**config.mk**
```make
export PLATFORM = sky130hd
export DESIGN_NAME = nibble_loaded_bank_mapper_flat
export DESIGN_NICKNAME = d
export VERILOG_FILES = /design/src/rtl/core/nlbm_pkg.sv /design/src/rtl/core/nlbm_if.sv /design/src/rtl/core/nlbm_bank_regs.sv /design/src/rtl/core/nibble_loaded_bank_mapper.sv /design/src/flat_wrapper.sv
export SDC_FILE = /design/constraint.sdc
export NUM_CORES = 1
export LEC_CHECK = 0
export ABC_AREA = 1
export BUFFER_PORTS_ARGS = -buffer_cell sky130_fd_sc_hd__buf_2
export CELL_PAD_IN_SITES_DETAIL_PLACEMENT = 0
export CELL_PAD_IN_SITES_GLOBAL_PLACEMENT = 1
export CORE_MARGIN = 5
export CORE_UTILIZATION = 44
export DETAILED_ROUTE_END_ITERATION = 8
export PLACE_DENSITY_LB_ADDON = 0.1
export REMOVE_ABC_BUFFERS = 1
export SLEW_MARGIN = 15
export SYNTH_ARGS = -nofsm -noshare
export SYNTH_HDL_FRONTEND = slang
export SYNTH_SLANG_ARGS = --single-unit
```
**constraint.sdc**
```tcl
create_clock -name clk -period 2.4 [get_ports clk]
set_input_delay 0.48 -clock clk [delete_from_list [all_inputs] [get_ports clk]]
set_output_delay 0.48 -clock clk [all_outputs]
set_load 0.005 [all_outputs]
```
**src/rtl/core/nlbm_pkg.sv**
```systemverilog
// Package with the widths, address codes and shared types of the bank mapper.
package nlbm_pkg;

	// Program ROM size as a power of two, and the width of the offset field.
	localparam int ROM_ADDR_BITS = 17;
	localparam int OFF_W         = 17;
	localparam int ADDR_W        = 16;
	localparam int DATA_W        = 8;
	localparam int NUM_BANKS     = 8;
	localparam int BANK_IDX_W    = $clog2(NUM_BANKS);
	localparam int BANK_W        = 6;

	// Offsets wrap to the ROM size first, then to the output field.
	localparam logic [OFF_W-1:0] ROM_MASK =
		OFF_W'((64'd1 << ROM_ADDR_BITS) - 64'd1);

	// Access kinds.
	localparam logic REQ_READ  = 1'b0;
	localparam logic REQ_WRITE = 1'b1;

	// Top address nibble codes after the 0xF003 decode mask.
	localparam logic [3:0] TOP_MIRROR_A = 4'h8;
	localparam logic [3:0] TOP_MIRROR_B = 4'h9;
	localparam logic [3:0] TOP_BANK_LO  = 4'hB;
	localparam logic [3:0] TOP_BANK_HI  = 4'hE;

	// Fixed banks for the upper read ranges.
	localparam logic [3:0] FIXED8K_BANK  = 4'hD;
	localparam logic [2:0] FIXED16K_BANK = 3'd7;

	// Read ranges, by address.
	localparam logic [ADDR_W-1:0] ROM_BASE    = 16'h6000;
	localparam logic [ADDR_W-1:0] FIXED8K_LO  = 16'hA000;
	localparam logic [ADDR_W-1:0] FIXED16K_LO = 16'hC000;

	// Register write request passed to the bank register file.
	typedef struct packed {
		logic              en;
		logic [3:0]        top;
		logic [1:0]        sel;
		logic [DATA_W-1:0] data;
	} wr_req_t;

endpackage

```
**src/rtl/core/nlbm_if.sv**
```systemverilog
// Valid/ready channel interfaces for bus accesses and translation results.
interface nlbm_req_if;
	import nlbm_pkg::*;

	logic              valid;
	logic              ready;
	logic              req_type;
	logic [ADDR_W-1:0] bus_addr;
	logic [DATA_W-1:0] write_data;

	modport source (output valid, output req_type, output bus_addr, output write_data,
		input ready);
	modport sink (input valid, input req_type, input bus_addr, input write_data,
		output ready);
endinterface

interface nlbm_rsp_if;
	import nlbm_pkg::*;

	logic             valid;
	logic             ready;
	logic             rom_hit;
	logic [OFF_W-1:0] rom_offset;
	logic             mirror_select;

	modport source (output valid, output rom_hit, output rom_offset,
		output mirror_select, input ready);
	modport sink (input valid, input rom_hit, input rom_offset,
		input mirror_select, output ready);
endinterface

```
**src/rtl/core/nlbm_bank_regs.sv**
```systemverilog
// Bank register file and mirroring bit, with nibble-wise write decode.
module nlbm_bank_regs (
	input  logic                         clk,
	input  logic                         arst_n,
	input  nlbm_pkg::wr_req_t            wr,
	input  logic [nlbm_pkg::BANK_IDX_W-1:0] rd_idx,
	output logic [nlbm_pkg::BANK_W-1:0]  rd_bank,
	output logic                         mirror_next
);
	import nlbm_pkg::*;

	logic [DATA_W-1:0]     bank_q [NUM_BANKS];
	logic                  mirror_q;
	logic                  mirror_wr;
	logic                  bank_wr;
	logic [BANK_IDX_W-1:0] wr_idx;
	logic [3:0]            top_off;

	// Decode the masked write address into a mirror or a bank nibble write.
	always_comb begin
		mirror_wr = wr.en && (wr.top == TOP_MIRROR_A || wr.top == TOP_MIRROR_B);
		bank_wr   = wr.en && (wr.top >= TOP_BANK_LO) && (wr.top <= TOP_BANK_HI);
		top_off   = wr.top - TOP_BANK_LO;
		wr_idx    = {top_off[1:0], wr.sel[1]};
	end

	// The mirroring bit seen by this access already includes its own write.
	assign mirror_next = mirror_wr ? wr.data[0] : mirror_q;

	// Only bits 5:0 of a bank register take part in the window mapping.
	assign rd_bank = bank_q[rd_idx][BANK_W-1:0];

	// Register updates; an even address loads the low nibble, odd the high.
	always_ff @(posedge clk or negedge arst_n) begin
		if (!arst_n) begin
			mirror_q <= 1'b0;
			for (int i = 0; i < NUM_BANKS; i++) begin
				bank_q[i] <= '0;
			end
		end else begin
			mirror_q <= mirror_next;
			if (bank_wr) begin
				if (!wr.sel[0]) begin
					bank_q[wr_idx][3:0] <= wr.data[3:0];
				end else begin
					bank_q[wr_idx][7:4] <= wr.data[3:0];
				end
			end
		end
	end

endmodule

```
**src/rtl/core/nibble_loaded_bank_mapper.sv**
```systemverilog
// Top level of the nibble-loaded bank mapper with 2 KB program windows.
//
// One channel, req, carries CPU bus accesses (req_type, bus_addr, write_data);
// the other, rsp, returns one result per access: rom_hit, the program ROM
// byte offset of a read, and the mirroring bit after the access.
// Each access is captured in an input register, decoded and mapped through
// the bank registers by a short mux path, and lands in a result register.
// A result is offered on rsp once its access has passed from the input
// register into the result register, which waits while rsp stalls.
// Throughput is one access per cycle while rsp is not stalled; the bank
// register file is updated as an access moves into the result register,
// so a read right after a write already sees the new bank value.
// When the receiver stalls with a result waiting, an empty input register
// still takes one more access; req.ready is low until rsp takes its transfer.
// Reset clears all bank registers and the mirroring bit to zero and empties
// both pipeline registers.
module nibble_loaded_bank_mapper (
	input  logic        clk,
	input  logic        arst_n,
	nlbm_req_if.sink    req,
	nlbm_rsp_if.source  rsp
);
	import nlbm_pkg::*;

	logic              valid_s1;
	logic              req_type_s1;
	logic [ADDR_W-1:0] bus_addr_s1;
	logic [DATA_W-1:0] write_data_s1;

	logic              valid_s2;
	logic              rom_hit_s2;
	logic [OFF_W-1:0]  rom_offset_s2;
	logic              mirror_s2;

	logic                  stall;
	logic                  advance;
	wr_req_t               wr;
	logic [BANK_IDX_W-1:0] rd_idx;
	logic [BANK_W-1:0]     rd_bank;
	logic                  mirror_next;
	logic                  hit;
	logic [OFF_W-1:0]      offset;

	// Pipeline flow control.
	assign stall     = valid_s2 && !rsp.ready;
	assign advance   = valid_s1 && !stall;
	assign req.ready = !valid_s1 || !stall;

	// Input register.
	always_ff @(posedge clk or negedge arst_n) begin
		if (!arst_n) begin
			valid_s1 <= 1'b0;
		end else if (req.ready) begin
			valid_s1 <= req.valid;
		end
	end

	always_ff @(posedge clk) begin
		if (req.ready && req.valid) begin
			req_type_s1   <= req.req_type;
			bus_addr_s1   <= req.bus_addr;
			write_data_s1 <= req.write_data;
		end
	end

	// Write request toward the register file, issued as the access advances.
	always_comb begin
		wr.en   = advance && (req_type_s1 == REQ_WRITE);
		wr.top  = bus_addr_s1[15:12];
		wr.sel  = bus_addr_s1[1:0];
		wr.data = write_data_s1;
	end

	// Windows at 0x6000 use registers 4 to 7, windows at 0x8000 use 0 to 3.
	assign rd_idx = {~bus_addr_s1[15], bus_addr_s1[12:11]};

	nlbm_bank_regs u_regs (
		.clk         (clk),
		.arst_n      (arst_n),
		.wr          (wr),
		.rd_idx      (rd_idx),
		.rd_bank     (rd_bank),
		.mirror_next (mirror_next)
	);

	// Read address translation, wrapped to the ROM size.
	always_comb begin
		hit    = (req_type_s1 == REQ_READ) && (bus_addr_s1 >= ROM_BASE);
		offset = '0;
		if (hit) begin
			if (bus_addr_s1 < FIXED8K_LO) begin
				offset = {rd_bank, bus_addr_s1[10:0]};
			end else if (bus_addr_s1 < FIXED16K_LO) begin
				offset = {FIXED8K_BANK, bus_addr_s1[12:0]};
			end else begin
				offset = {FIXED16K_BANK, bus_addr_s1[13:0]};
			end
			offset = offset & ROM_MASK;
		end
	end

	// Result register.
	always_ff @(posedge clk or negedge arst_n) begin
		if (!arst_n) begin
			valid_s2 <= 1'b0;
		end else if (!stall) begin
			valid_s2 <= valid_s1;
		end
	end

	always_ff @(posedge clk) begin
		if (advance) begin
			rom_hit_s2    <= hit;
			rom_offset_s2 <= offset;
			mirror_s2     <= mirror_next;
		end
	end

	assign rsp.valid         = valid_s2;
	assign rsp.rom_hit       = rom_hit_s2;
	assign rsp.rom_offset    = rom_offset_s2;
	assign rsp.mirror_select = mirror_s2;

endmodule
```
**src/flat_wrapper.sv**
```systemverilog
// flat-port wrapper written by rule: the top's interface ports become plain ports
module nibble_loaded_bank_mapper_flat import nlbm_pkg::*;
  (clk, arst_n, req_valid, req_req_type, req_bus_addr, req_write_data, req_ready, rsp_valid, rsp_rom_hit, rsp_rom_offset, rsp_mirror_select, rsp_ready);
  nlbm_req_if req_i ();
  nlbm_rsp_if rsp_i ();
  input  logic clk;
  input  logic arst_n;
  input wire logic [$bits(req_i.valid)-1:0] req_valid;
  input wire logic [$bits(req_i.req_type)-1:0] req_req_type;
  input wire logic [$bits(req_i.bus_addr)-1:0] req_bus_addr;
  input wire logic [$bits(req_i.write_data)-1:0] req_write_data;
  output wire logic [$bits(req_i.ready)-1:0] req_ready;
  output wire logic [$bits(rsp_i.valid)-1:0] rsp_valid;
  output wire logic [$bits(rsp_i.rom_hit)-1:0] rsp_rom_hit;
  output wire logic [$bits(rsp_i.rom_offset)-1:0] rsp_rom_offset;
  output wire logic [$bits(rsp_i.mirror_select)-1:0] rsp_mirror_select;
  input wire logic [$bits(rsp_i.ready)-1:0] rsp_ready;
  assign req_i.valid = req_valid;
  assign req_i.req_type = req_req_type;
  assign req_i.bus_addr = req_bus_addr;
  assign req_i.write_data = req_write_data;
  assign req_ready = req_i.ready;
  assign rsp_valid = rsp_i.valid;
  assign rsp_rom_hit = rsp_i.rom_hit;
  assign rsp_rom_offset = rsp_i.rom_offset;
  assign rsp_mirror_select = rsp_i.mirror_select;
  assign rsp_i.ready = rsp_ready;
  nibble_loaded_bank_mapper u_core (.clk(clk), .arst_n(arst_n), .req(req_i), .rsp(rsp_i));
endmodule
```
==> out/qor.csv <==
metric,value,unit
outcome,completed,
ys_ff_latch,91,
dieWidth,108,um
post-dp-hpwl,7310,um
start_util,45.4,%
seqPwrFrac,55.6,%
ios,50,
ctsHoldBuffers,0,
post_cts_buffers,0,
cts_tree,done,
rsz0062_at_grt,no,
grt_util_met2,30.5,%
synth_edf_count,40,
vdd_drop_max,0.000319,V
synth_warnings,0,
final.min_clock_period,1.82,ns
r2r_slack,0.58,ns
wl,10100,um
finClkSkew,0.0102,ns
vias,3324,
synthArstFlopShare,56.0,%
dp.cells,655,
clk_latency,0.36,ns
cts_sinks,91,
holdWs,0.144,ns
critical_path.max_fanout,15,
cp_data_arrival_time,2.08,ns
final-setup-viol-count,0,
clock.fmax,0.549,GHz
p_int,2.38,mW
grt_use_total,18.6,%
drv_cap,0,
use_met1,25.6,%
synth_top_area_share,30.2,%
fin_nets,566,
ys_seq_area_share,58.7,%
drt_iter0_drc,244,
critPathKind,flip-flop to flip-flop,
synthTopCellsByCount,"174 x nand2_1, 77 x nand3_1, 51 x dfrtp_1, 43 x nor2_1, 40 x edfxtp_1",
fin_cells,671,
area_growth_syn_to_layout,14.1,%
clock_power_share,32.9,%
dieHeight,108,um
via_per_inst,4.95,
swShare,27.4,%
cellLeakagePower,2.36,nW
r2r_end,u_core.u_regs.bank_q[33]$_DFFE_PN0P_,
drtPass1Iterations,4,
first_global_vias,3185,
period_share,75.9,%
worstMarginPinSlew,0.718,ns
grtUsageMet3,2.46,%
drive_above_1_share,15.5,%
io_buffers,45,
dieArea,11600,um2
synthesis.area,4220,um2
required,2.66,ns
cts_buffer_depth,2,
cts_made_buffers,9,
worst_slack,0.579,ns
htreeDepth,3,
pre_cts_ws,0.612,ns
worstReg2RegStart,u_core.bus_addr_s1[15]$_DFFE_PP_,
antenna_found_initial,0,
p_sw,0.898,mW
grt_pass1_wl,16400,um
setup.worst_path.start_class,flip-flop,
grt-ovfl-total,0,
hold_viol_final,0,
relSlewSlack,52.1,%
place_congestion,0.776,
slew_violations,0,
cts_resized,0,
root_buffer,clkbuf_8,
final_antenna_net_count,0,
yosysMostFrequentCell,nand2_1,
hold_path_class,input pin to asynchronous set/reset pin,
total_power,3.28,mW
tns,0,ns
grt_max_degree,35,
drc,0,
rows,35,
avgSynthCellArea,8.65,um2
core,9280,um2
wl_per_cell,15.1,um
p_comb_share,11.5,%
clkSlewWorstSetupHoldPaths,0.10,ns
synth_largest_area_cell,dfrtp_1,
diodes,0,
end_kind,flip-flop,
grt-busiest-layer,met2,
power_density,681,nW/um2
syn-instance-count,488,
synth-main-ff-cell,dfrtp_1,
synth_area_leaders,"dfrtp_1 30%, edfxtp_1 28%, nand2_1 15%",
ff2ff_path_depth,8,
synth_cell_types,23,
-- flip-flops by register name, summed over array words and instances (netlist names) --
register	cells
u_core.u_regs.bank_q	48
u_core.bus_addr_s1	16
u_core.rsp.rom_offset	17
u_core.rsp.valid	1
u_core.rsp.mirror_select	1
u_core.u_regs.mirror_q	1
u_core.valid_s1	1
u_core.rsp.rom_hit	1
u_core.write_data_s1	4
u_core.req_type_s1	1
-- area by class of cell --
cell class              count  area (um2)
multi-input cells         345        1500
flip-flops and latches     91        2480
clock buffers              10         128
well taps                 129         161
fillers                   931        4470
repair buffers             60         363
clock inverters             6        71.3
inverters                  30         113
-- power groups by stage --
| stage | logic, mW | registers (mW) | clock network, mW |
|---|---|---|---|
| 5_1_grt | 0.435 | 1.84 | 1.17 |
| 3_5_place_dp | 0.386 | 1.86 | 0 |
| 3_3_place_gp | 0.380 | 1.85 | 0 |
| 4_1_cts | 0.387 | 1.82 | 1.11 |
| 2_1_floorplan | 0.186 | 1.85 | 0 |
| 6_report | 0.378 | 1.82 | 1.08 |
-- worst max path at each step --
stage	from	to
2_1_floorplan	u_core.bus_addr_s1[12]$_DFFE_PP_	u_core.u_regs.bank_q[10]$_DFFE_PN0P_
3_3_place_gp	u_core.bus_addr_s1[15]$_DFFE_PP_	u_core.u_regs.bank_q[25]$_DFFE_PN0P_
3_5_place_dp	u_core.bus_addr_s1[12]$_DFFE_PP_	u_core.u_regs.bank_q[33]$_DFFE_PN0P_
4_1_cts	u_core.bus_addr_s1[12]$_DFFE_PP_	u_core.u_regs.bank_q[33]$_DFFE_PN0P_
5_1_grt	u_core.bus_addr_s1[12]$_DFFE_PP_	u_core.u_regs.bank_q[48]$_DFFE_PN0P_
6_report	u_core.bus_addr_s1[15]$_DFFE_PP_	u_core.u_regs.bank_q[33]$_DFFE_PN0P_
-- worst max-delay path: stages (launching register included) --
cell      delay [ns]
edfxtp_1        0.59
inv_2           0.19
nor2_2          0.15
nand2_2         0.07
a21oi_4         0.19
buf_4           0.25
nand2_1         0.13
nand2_1         0.09
nand2_1         0.05
-- cells by family after synthesis --
family | after synthesis | synth area share, %
AND/OR/NAND/NOR | 327 | 33.0
flip-flops | 91 | 58.7
buffers and inverters | 52 | 5.81
AO/OA/AOI/OAI | 18 | 2.43
-- routing by layer --
metal	vias to the layer above	share of wire, %	wire length, um
met5	-	0	0
met1	1569	46	4670
met2	51	49	5000
met3	9	3.5	350
met4	0	1.0	104
li1	1695	-	-
-- layout by cell type (no fill, tap or decap), drive strengths merged --
cell type  synthesis  layout
and2               1       1
o21ai             10      10
clkinvlp           0       1
bufinv             0       1
nand3             77      77
edfxtp            40      40
o22ai              1       1
inv               29      32
clkbuf            12      10
dfrtp             51      51
clkinv             1       2
a21oi              7       7
nor3              26      26
buf               10      60
nor2              44      44
nand2            179     179
-- metrics by stage --
stage	util [%]	cell area [um2]
5_1_grt	51.8	4810
3_3_place_gp	49.7	4610
6_report	51.8	4810
2_1_floorplan	-	4090
3_5_place_dp	49.7	4610
4_1_cts	51.8	4810
Note: power is estimated with default switching activity, not from simulation.
